**src/design/frame_checksum_checker_top_macros.svh**
```systemverilog
// Assertion macros shared by the frame checksum checker RTL.
`ifndef FRAME_CHECKSUM_CHECKER_TOP_MACROS_SVH
`define FRAME_CHECKSUM_CHECKER_TOP_MACROS_SVH

// Same-cycle implication, sampled on clk_i, off during reset.
`define FCC_ASSERT_IMP(lbl, ante, cons, msg) \
  lbl: assert property (@(posedge clk_i) disable iff (!rst_ni) (ante) |-> (cons)) \
    else $error(msg);

// Next-cycle implication, sampled on clk_i, off during reset.
`define FCC_ASSERT_NXT(lbl, ante, cons, msg) \
  lbl: assert property (@(posedge clk_i) disable iff (!rst_ni) (ante) |=> (cons)) \
    else $error(msg);

`endif

```
**src/design/fcc_pkg.sv**
```systemverilog
// Package for the frame checksum checker: mode codes, widths and helper functions.
package fcc_pkg;

  localparam int unsigned ModeW  = 3;
  localparam int unsigned CfgIdxW = 2;
  localparam int unsigned CfgDataW = 8;

  localparam logic [ModeW-1:0] MODE_NONE   = 3'd0;
  localparam logic [ModeW-1:0] MODE_CRC8   = 3'd1;
  localparam logic [ModeW-1:0] MODE_XOR    = 3'd2;
  localparam logic [ModeW-1:0] MODE_CCITT  = 3'd3;
  localparam logic [ModeW-1:0] MODE_MODBUS = 3'd4;
  localparam logic [ModeW-1:0] MODE_CRC32  = 3'd5;

  localparam logic [CfgIdxW-1:0] REG_CHECK_MODE = 2'd0;
  localparam logic [CfgIdxW-1:0] REG_CRC8_POLY  = 2'd1;

  localparam logic [7:0]  CRC8_POLY_RST = 8'h07;
  localparam logic [15:0] CCITT_POLY    = 16'h1021;
  localparam logic [15:0] MODBUS_POLY   = 16'hA001;
  localparam logic [31:0] CRC32_POLY    = 32'hEDB88320;
  localparam logic [31:0] CRC32_XOROUT  = 32'hFFFFFFFF;

  // Inputs of one byte update of the running check.
  typedef struct packed {
    logic [ModeW-1:0] mode;
    logic [7:0]       poly8;
    logic [31:0]      acc;
    logic [7:0]       data;
  } absorb_req_t;

  function automatic logic [2:0] trailer_len(input logic [ModeW-1:0] mode);
    case (mode)
      MODE_CRC8, MODE_XOR:      trailer_len = 3'd1;
      MODE_CCITT, MODE_MODBUS:  trailer_len = 3'd2;
      MODE_CRC32:               trailer_len = 3'd4;
      default:                  trailer_len = 3'd0;
    endcase
  endfunction

  function automatic logic [31:0] initial_check(input logic [ModeW-1:0] mode);
    case (mode)
      MODE_CCITT, MODE_MODBUS: initial_check = 32'h0000FFFF;
      MODE_CRC32:              initial_check = 32'hFFFFFFFF;
      default:                 initial_check = 32'h0;
    endcase
  endfunction

endpackage

```
**src/design/fcc_byte_if.sv**
```systemverilog
// Channel interfaces: input bytes, check results and register writes.
interface fcc_byte_if;
  logic       valid;
  logic       ready;
  logic [7:0] data_byte;
  logic       frame_end;
  modport source (output valid, data_byte, frame_end, input ready);
  modport sink   (input valid, data_byte, frame_end, output ready);
endinterface

interface fcc_result_if;
  logic        valid;
  logic        ready;
  logic        check_passed;
  logic        frame_too_short;
  logic [31:0] computed_value;
  logic [31:0] received_value;
  modport source (output valid, check_passed, frame_too_short, computed_value,
                  received_value, input ready);
  modport sink   (input valid, check_passed, frame_too_short, computed_value,
                  received_value, output ready);
endinterface

interface fcc_cfg_if;
  logic                         valid;
  logic                         ready;
  logic [fcc_pkg::CfgIdxW-1:0]  index;
  logic [fcc_pkg::CfgDataW-1:0] data;
  modport source (output valid, index, data, input ready);
  modport sink   (input valid, index, data, output ready);
endinterface

```
**src/design/fcc_absorb.sv**
```systemverilog
// One-byte update of the running check for every mode, unrolled over eight bits.
module fcc_absorb (
  input  fcc_pkg::absorb_req_t req_i,
  output logic [31:0]          acc_o
);

  logic [7:0]  crc8;
  logic [15:0] ccitt;
  logic [15:0] modbus;
  logic [31:0] crc32;

  always_comb begin
    crc8   = req_i.acc[7:0] ^ req_i.data;
    ccitt  = req_i.acc[15:0] ^ {req_i.data, 8'h00};
    modbus = req_i.acc[15:0] ^ {8'h00, req_i.data};
    crc32  = req_i.acc ^ {24'h0, req_i.data};
    for (int k = 0; k < 8; k++) begin
      crc8   = crc8[7] ? ({crc8[6:0], 1'b0} ^ req_i.poly8) : {crc8[6:0], 1'b0};
      ccitt  = ccitt[15] ? ({ccitt[14:0], 1'b0} ^ fcc_pkg::CCITT_POLY)
                         : {ccitt[14:0], 1'b0};
      modbus = modbus[0] ? ({1'b0, modbus[15:1]} ^ fcc_pkg::MODBUS_POLY)
                         : {1'b0, modbus[15:1]};
      crc32  = crc32[0] ? ({1'b0, crc32[31:1]} ^ fcc_pkg::CRC32_POLY)
                        : {1'b0, crc32[31:1]};
    end
  end

  always_comb begin
    case (req_i.mode)
      fcc_pkg::MODE_CRC8:   acc_o = {24'h0, crc8};
      fcc_pkg::MODE_XOR:    acc_o = {24'h0, req_i.acc[7:0] ^ req_i.data};
      fcc_pkg::MODE_CCITT:  acc_o = {16'h0, ccitt};
      fcc_pkg::MODE_MODBUS: acc_o = {16'h0, modbus};
      fcc_pkg::MODE_CRC32:  acc_o = crc32;
      default:              acc_o = req_i.acc;
    endcase
  end

endmodule

```
**src/design/frame_checksum_checker_top.sv**
```systemverilog
// Frame checksum checker top level: input register, check update and result register.
//
// Usage:
//   in_i   takes one frame byte per transfer, frame_end high on the last byte.
//   out_o  gives one result per frame, on the transfer after its last byte.
//   cfg_i  writes check_mode (index 0) or crc8_polynomial (index 1); always
//          ready. Write only while no frame is in flight. A check_mode write
//          drops any partial frame and restarts the check.
// Path: a last byte goes through the input register, then the update and
//   result register, to out_o. Throughput: one byte per cycle unless a held
//   result stalls the input, set by the combinational CRC byte update (eight
//   bit steps unrolled) between the two registers.
// Stall: when out_o is held off, a held result blocks only the next last
//   byte; other bytes keep flowing. Input ready falls only when the input
//   register holds a last byte that cannot move into the full result register.
// Reset: mode none, CRC-8 polynomial 0x07, empty window, no result pending.
`include "frame_checksum_checker_top_macros.svh"

module frame_checksum_checker_top (
  input  logic          clk_i,
  input  logic          rst_ni,
  fcc_byte_if.sink      in_i,
  fcc_cfg_if.sink       cfg_i,
  fcc_result_if.source  out_o
);

  logic [fcc_pkg::ModeW-1:0] mode_q;
  logic [7:0]                poly_q;

  logic       s1_valid_q;
  logic [7:0] s1_byte_q;
  logic       s1_end_q;

  logic [31:0]    run_q, run_d;
  logic [3:0][7:0] win_q, win_d;
  logic [2:0]     cnt_q, cnt_d;

  logic        out_valid_q;
  logic        out_pass_q, out_pass_d;
  logic        out_short_q, out_short_d;
  logic [31:0] out_comp_q, out_comp_d;
  logic [31:0] out_recv_q, out_recv_d;

  logic s1_adv, in_xfer, cfg_xfer, mode_wr, out_load;
  logic [2:0]  tlen;
  logic        absorb_en;
  logic [31:0] absorbed, run_nx;
  logic [1:0]  tap_idx;
  fcc_pkg::absorb_req_t absorb_req;

  assign cfg_i.ready = 1'b1;
  assign cfg_xfer    = cfg_i.valid;
  assign mode_wr     = cfg_xfer && (cfg_i.index == fcc_pkg::REG_CHECK_MODE);

  assign s1_adv   = s1_valid_q && (!s1_end_q || !out_valid_q || out_o.ready);
  assign in_i.ready = !s1_valid_q || s1_adv;
  assign in_xfer  = in_i.valid && in_i.ready;
  assign out_load = s1_adv && s1_end_q;

  assign tlen      = fcc_pkg::trailer_len(mode_q);
  assign absorb_en = (tlen != 3'd0) && (cnt_q >= tlen);
  assign tap_idx   = 2'(tlen - 3'd1);

  assign absorb_req = '{mode: mode_q, poly8: poly_q, acc: run_q, data: win_q[tap_idx]};

  fcc_absorb u_absorb (
    .req_i (absorb_req),
    .acc_o (absorbed)
  );

  assign run_nx = absorb_en ? absorbed : run_q;

  always_comb begin
    win_d       = {win_q[2:0], s1_byte_q};
    cnt_d       = (cnt_q < 3'd4) ? cnt_q + 3'd1 : cnt_q;
    run_d       = run_nx;
    out_pass_d  = 1'b1;
    out_short_d = 1'b0;
    out_comp_d  = 32'h0;
    out_recv_d  = 32'h0;
    if (tlen != 3'd0) begin
      if (cnt_d < tlen) begin
        out_pass_d  = 1'b0;
        out_short_d = 1'b1;
      end else begin
        out_comp_d = (mode_q == fcc_pkg::MODE_CRC32) ? (run_nx ^ fcc_pkg::CRC32_XOROUT)
                                                      : run_nx;
        case (tlen)
          3'd1:    out_recv_d = {24'h0, win_d[0]};
          3'd2:    out_recv_d = {16'h0, win_d[0], win_d[1]};
          default: out_recv_d = {win_d[0], win_d[1], win_d[2], win_d[3]};
        endcase
        out_pass_d = (out_comp_d == out_recv_d);
      end
    end
  end

  always_ff @(posedge clk_i or negedge rst_ni) begin
    if (!rst_ni) begin
      mode_q <= fcc_pkg::MODE_NONE;
      poly_q <= fcc_pkg::CRC8_POLY_RST;
    end else if (cfg_xfer) begin
      if (cfg_i.index == fcc_pkg::REG_CHECK_MODE) begin
        mode_q <= cfg_i.data[fcc_pkg::ModeW-1:0];
      end else if (cfg_i.index == fcc_pkg::REG_CRC8_POLY) begin
        poly_q <= cfg_i.data;
      end
    end
  end

  always_ff @(posedge clk_i or negedge rst_ni) begin
    if (!rst_ni) begin
      s1_valid_q <= 1'b0;
    end else if (in_i.ready) begin
      s1_valid_q <= in_i.valid;
    end
  end

  always_ff @(posedge clk_i) begin
    if (in_xfer) begin
      s1_byte_q <= in_i.data_byte;
      s1_end_q  <= in_i.frame_end;
    end
  end

  always_ff @(posedge clk_i or negedge rst_ni) begin
    if (!rst_ni) begin
      run_q <= 32'h0;
      win_q <= '0;
      cnt_q <= 3'd0;
    end else if (mode_wr) begin
      run_q <= fcc_pkg::initial_check(cfg_i.data[fcc_pkg::ModeW-1:0]);
      win_q <= '0;
      cnt_q <= 3'd0;
    end else if (s1_adv) begin
      if (s1_end_q) begin
        run_q <= fcc_pkg::initial_check(mode_q);
        win_q <= '0;
        cnt_q <= 3'd0;
      end else begin
        run_q <= run_d;
        win_q <= win_d;
        cnt_q <= cnt_d;
      end
    end
  end

  always_ff @(posedge clk_i or negedge rst_ni) begin
    if (!rst_ni) begin
      out_valid_q <= 1'b0;
    end else if (out_load) begin
      out_valid_q <= 1'b1;
    end else if (out_o.ready) begin
      out_valid_q <= 1'b0;
    end
  end

  always_ff @(posedge clk_i) begin
    if (out_load) begin
      out_pass_q  <= out_pass_d;
      out_short_q <= out_short_d;
      out_comp_q  <= out_comp_d;
      out_recv_q  <= out_recv_d;
    end
  end

  assign out_o.valid           = out_valid_q;
  assign out_o.check_passed    = out_pass_q;
  assign out_o.frame_too_short = out_short_q;
  assign out_o.computed_value  = out_comp_q;
  assign out_o.received_value  = out_recv_q;

  `FCC_ASSERT_IMP(a_cnt_sat, 1'b1, cnt_q <= 3'd4, "byte count above four")
  `FCC_ASSERT_NXT(a_result_shown, out_load, out_valid_q, "frame end did not load a result")
  `FCC_ASSERT_NXT(a_restart, s1_adv && s1_end_q, cnt_q == 3'd0 && win_q == '0,
                  "check not restarted after frame end")
  `FCC_ASSERT_IMP(a_short_fails, out_valid_q && out_short_q, !out_pass_q,
                  "short frame reported as passed")
  `FCC_ASSERT_NXT(a_none_passes, out_load && (tlen == 3'd0), out_pass_q && !out_short_q,
                  "mode none result not passed")

endmodule
```
**src/flat_wrapper.sv**
```systemverilog
// flat-port wrapper written by rule: the top's interface ports become plain ports
module frame_checksum_checker_top_flat 
  (clk_i, rst_ni, in_i_valid, in_i_data_byte, in_i_frame_end, in_i_ready, cfg_i_valid, cfg_i_index, cfg_i_data, cfg_i_ready, out_o_valid, out_o_check_passed, out_o_frame_too_short, out_o_computed_value, out_o_received_value, out_o_ready);
  fcc_byte_if in_i_i ();
  fcc_cfg_if cfg_i_i ();
  fcc_result_if out_o_i ();
  input  logic clk_i;
  input  logic rst_ni;
  input wire logic [$bits(in_i_i.valid)-1:0] in_i_valid;
  input wire logic [$bits(in_i_i.data_byte)-1:0] in_i_data_byte;
  input wire logic [$bits(in_i_i.frame_end)-1:0] in_i_frame_end;
  output wire logic [$bits(in_i_i.ready)-1:0] in_i_ready;
  input wire logic [$bits(cfg_i_i.valid)-1:0] cfg_i_valid;
  input wire logic [$bits(cfg_i_i.index)-1:0] cfg_i_index;
  input wire logic [$bits(cfg_i_i.data)-1:0] cfg_i_data;
  output wire logic [$bits(cfg_i_i.ready)-1:0] cfg_i_ready;
  output wire logic [$bits(out_o_i.valid)-1:0] out_o_valid;
  output wire logic [$bits(out_o_i.check_passed)-1:0] out_o_check_passed;
  output wire logic [$bits(out_o_i.frame_too_short)-1:0] out_o_frame_too_short;
  output wire logic [$bits(out_o_i.computed_value)-1:0] out_o_computed_value;
  output wire logic [$bits(out_o_i.received_value)-1:0] out_o_received_value;
  input wire logic [$bits(out_o_i.ready)-1:0] out_o_ready;
  assign in_i_i.valid = in_i_valid;
  assign in_i_i.data_byte = in_i_data_byte;
  assign in_i_i.frame_end = in_i_frame_end;
  assign in_i_ready = in_i_i.ready;
  assign cfg_i_i.valid = cfg_i_valid;
  assign cfg_i_i.index = cfg_i_index;
  assign cfg_i_i.data = cfg_i_data;
  assign cfg_i_ready = cfg_i_i.ready;
  assign out_o_valid = out_o_i.valid;
  assign out_o_check_passed = out_o_i.check_passed;
  assign out_o_frame_too_short = out_o_i.frame_too_short;
  assign out_o_computed_value = out_o_i.computed_value;
  assign out_o_received_value = out_o_i.received_value;
  assign out_o_i.ready = out_o_ready;
  frame_checksum_checker_top u_core (.clk_i(clk_i), .rst_ni(rst_ni), .in_i(in_i_i), .cfg_i(cfg_i_i), .out_o(out_o_i));
endmodule
```
**config.mk**
```make
export PLATFORM = sky130hd
export DESIGN_NAME = frame_checksum_checker_top_flat
export DESIGN_NICKNAME = d
export VERILOG_FILES = /design/src/design/fcc_pkg.sv /design/src/design/fcc_byte_if.sv /design/src/design/fcc_absorb.sv /design/src/design/frame_checksum_checker_top.sv /design/src/flat_wrapper.sv
export VERILOG_INCLUDE_DIRS = /design/src /design/src/design
export SDC_FILE = /design/constraint.sdc
export NUM_CORES = 1
export LEC_CHECK = 0
export BUFFER_PORTS_ARGS = -buffer_cell sky130_fd_sc_hd__buf_2
export CAP_MARGIN = 0
export CORE_AREA = 4 4 133 230
export DETAILED_ROUTE_END_ITERATION = 12
export DIE_AREA = 0 0 137 234
export SKIP_CTS_REPAIR_TIMING = 1
export SLEW_MARGIN = 20
export SYNTH_ARGS = -nofsm -noshare
export SYNTH_HDL_FRONTEND = slang
export SYNTH_HIERARCHICAL = 1
export SYNTH_SLANG_ARGS = --single-unit
```
**constraint.sdc**
```tcl
create_clock -name clk_i -period 6.6 [get_ports clk_i]
set_input_delay 0.66 -clock clk_i [delete_from_list [all_inputs] [get_ports clk_i]]
set_output_delay 0.66 -clock clk_i [all_outputs]
set_load 0.005 [all_outputs]
```
==> flow_metrics.env <==
export IMPL_hold_viol_final=0
export IMPL_crit_fanout=7
export IMPL_synth_edff_count=75
export IMPL_nets=1431
export IMPL_synth_area_mm2=0.0114
export IMPL_wl_per_cell_um=22.6
export IMPL_synth_seq_cells=155
export IMPL_grt_max_degree=68
export IMPL_seq_area_frac_synth_pct=37.5
export IMPL_r2r_slack_ns=-0.05
export IMPL_yosysTopAreaCellShare_pct=19.8
export IMPL_fillers=2795
export IMPL_outcome="complete, but fails checks"
export IMPL_design_area_mm2=0.0138
export IMPL_highest_layer="met4"
export IMPL_clk_path_buf_depth=2
export IMPL_routed_wirelength_mm=40.5
export IMPL_drive_gt1_share_pct=24.9
export IMPL_gp_congestion=0.985
export IMPL_cts_htree_levels=4
export IMPL_fin_ws_ns=-0.0478
export IMPL_wl_met3_mm=1.82
export IMPL_startpoint_type="register"
export IMPL_avgSynthCellArea_um2=9.08
export IMPL_portBuffers=91
export IMPL_rr_startpoint="u_core/mode_q[0]"
export IMPL_synth_cell_types=86
export IMPL_area_delta_synth_final_pct=21.5
export IMPL_grt_pass1_wl_mm=60.1
export IMPL_multi_input_area_mm2=0.00692
export IMPL_ys_flop_type="dfrtp_1"
export IMPL_register_area_mm2=0.00426
export IMPL_synth_area_leaders="edfxtp_1 (20%), dfrtp_1 (17%), xnor2_1 (8.8%), a21oi_1 (4.5%), nor2_1 (4.1%)"
export IMPL_rows=82
export IMPL_violations="negative setup slack"
export IMPL_vias=10600
export IMPL_fin_crit_sh_pct=101
export IMPL_grt_pass1_vias=10200
export IMPL_worst_path_most_repeated_cell="buf_4"
export IMPL_clock_sinks=155
export IMPL_cts_root_buf="clkbuf_16"
export IMPL_yosys_area_top_type="edfxtp_1"
export IMPL_place_hpwl_mm=30.6
export IMPL_worstMarginPinSlew_ns=0.965
export IMPL_relSlewSlack_pct=35.6
export IMPL_vias_per_cell=5.92
export IMPL_fp_coreArea_mm2=0.0287
export IMPL_io_pins=93
export IMPL_drt_iter0_markers=886
export IMPL_rsz0062_at_grt="true"
export IMPL_finalClockSkew_ns=0.0122
export IMPL_antenna_found_initial=0
export IMPL_cts_tree="done"
export IMPL_reg2reg_to="u_core/out_o.check_passed"
export IMPL_post_route_min_period_ns=6.65
export IMPL_drtPass1Iterations=7
export IMPL_grt_util_all_layers_pct=25.0
export IMPL_setup_viol=1
export IMPL_final_antenna_net_count=0
export IMPL_drv_cap=0
export IMPL_critPathMaxStageDelay_ns=0.60
export IMPL_dieArea_mm2=0.0321
export IMPL_drc=0
export IMPL_numCtsBuffers=17
export IMPL_start_util_pct=39.5
export IMPL_synth_cells=1250
export IMPL_clk_insertion_delay_late_ns=0.45
export IMPL_overflow=0
export IMPL_synth_warnings=6
export IMPL_die_h_um=234
export IMPL_wl_met2_mm=21.0
export IMPL_reg2regPathDepth=32
export IMPL_critical_path_class="reg -> reg"
export IMPL_async_reset_ff_share_pct=51.6
export IMPL_arrival_ns=6.92
export IMPL_cp_slowest_cell="mux4_2"
export IMPL_final_max_slew_viol_count=0
export IMPL_placed_area_mm2=0.0128
export IMPL_cp_end_kind="register"
export IMPL_die_w_um=137
export IMPL_required_ns=6.87
export IMPL_clk_pin_slew_ns=0.07
export IMPL_max_clock_freq_mhz=150
export IMPL_antenna_cells=0
export IMPL_min_delay_path_class="in -> async"
export IMPL_final_cell_mix="buf_4 (125), nor2_1 (122), xnor2_1 (105)"
export IMPL_final_common_cell="buf_4"
export IMPL_wl_met1_mm=13.9
export IMPL_synth_nets=1283
-- cell usage after synthesis, types with 6 or more instances --
library cell    n
nor2_1        125
xnor2_1       114
a21oi_1       101
nand2_1        99
o21ai_0        87
dfrtp_1        77
edfxtp_1       75
clkbuf_1       66
xor2_1         39
a22o_1         34
mux2i_1        32
a22oi_1        27
and3_1         23
inv_1          23
o22ai_1        23
nand3_1        21
nor3_1         21
a21o_1         13
and2_1         13
o211ai_1       13
buf_2          12
mux2_2         12
nand2b_1       12
nand4_1        10
ha_1            9
a32oi_1         8
mux4_2          8
or3_1           8
a211oi_1        7
buf_1           7
nor2b_1         7
nor4_1          7
o21a_1          6
xnor3_1         6
-- cell type report --
type,instances,area share [%]
clock buffers,18,3.27
clock inverters,14,1.05
inverters,24,0.690
multi-input cells,981,50.2
flip-flops and latches,155,30.9
well taps,378,3.43
repair buffers,219,10.5
-- stage by stage --
step / setup TNS [ns] / cells / worst slack [ns] / utilization [%] / hold WS, ns
3_5_place_dp: -0.334 / 1744 / -0.334 / 44.6 / 0.491
4_1_cts: -0.353 / 1776 / -0.353 / 46.6 / 0.0383
6_report: -0.0478 / 1789 / -0.0478 / 48.0 / 0.0533
5_1_grt: -0.250 / 1789 / -0.250 / 48.0 / 0.0569
2_1_floorplan: 0 / 1250 / 0.0198 / - / 0.364
3_3_place_gp: -0.143 / 1744 / -0.143 / 44.6 / 0.483
-- sequential cells by signal, indices dropped and copies added, names as in the netlist --
signal / cells
u_core/cnt_q: 3
u_core/mode_q: 3
u_core/out_o.check_passed: 1
u_core/out_o.computed_value: 32
u_core/out_o.frame_too_short: 1
u_core/out_o.received_value: 32
u_core/out_o.valid: 1
u_core/poly_q: 8
u_core/run_q: 32
u_core/s1_byte_q: 8
u_core/s1_end_q: 1
u_core/s1_valid_q: 1
u_core/win_d: 24
u_core/win_q: 8
-- worst max-delay path by stage --
stage,cells past startpoint,startpoint,slack (ns),to
3_3_place_gp,29,u_core/mode_q[1],-0.14,u_core/out_o.check_passed
6_report,32,u_core/mode_q[0],-0.05,u_core/out_o.check_passed
5_1_grt,32,u_core/mode_q[0],-0.25,u_core/out_o.check_passed
4_1_cts,29,u_core/mode_q[1],-0.35,u_core/out_o.check_passed
2_1_floorplan,27,u_core/mode_q[1],0.02,u_core/out_o.check_passed
3_5_place_dp,29,u_core/mode_q[1],-0.33,u_core/out_o.check_passed
-- critical path, delay by kind of cell (launching register included) --
kind	cells	cell delay (ns)
AND/OR/NAND/NOR	8	1.46
XOR/XNOR	7	1.43
adder cells (fa/ha/maj)	1	0.29
flip-flops	1	0.42
AO/OA/AOI/OAI	5	0.82
buffers and inverters	9	1.34
multiplexers	2	0.69
-- logic make-up after synthesis --
group | after synthesis | synth area share, %
fa+ha+maj | 9 | 0.992
xor+xnor | 162 | 13.5
flops | 155 | 37.5
mux | 52 | 5.60
other cells | 1 | 0.0330
simple gates | 370 | 15.5
buf+inv | 114 | 4.25
compound gates | 387 | 22.6
-- layer usage --
layer | up-vias | GRT usage [%]
met4 | 0 | 20.5
met3 | 167 | 3.13
met1 | 5117 | 25.8
li1 | 4854 | -
met2 | 451 | 44.3
met5 | - | 0
Power is not shown: default switching activity piles up to over one toggle a cycle in this logic, so the estimate is an artifact.
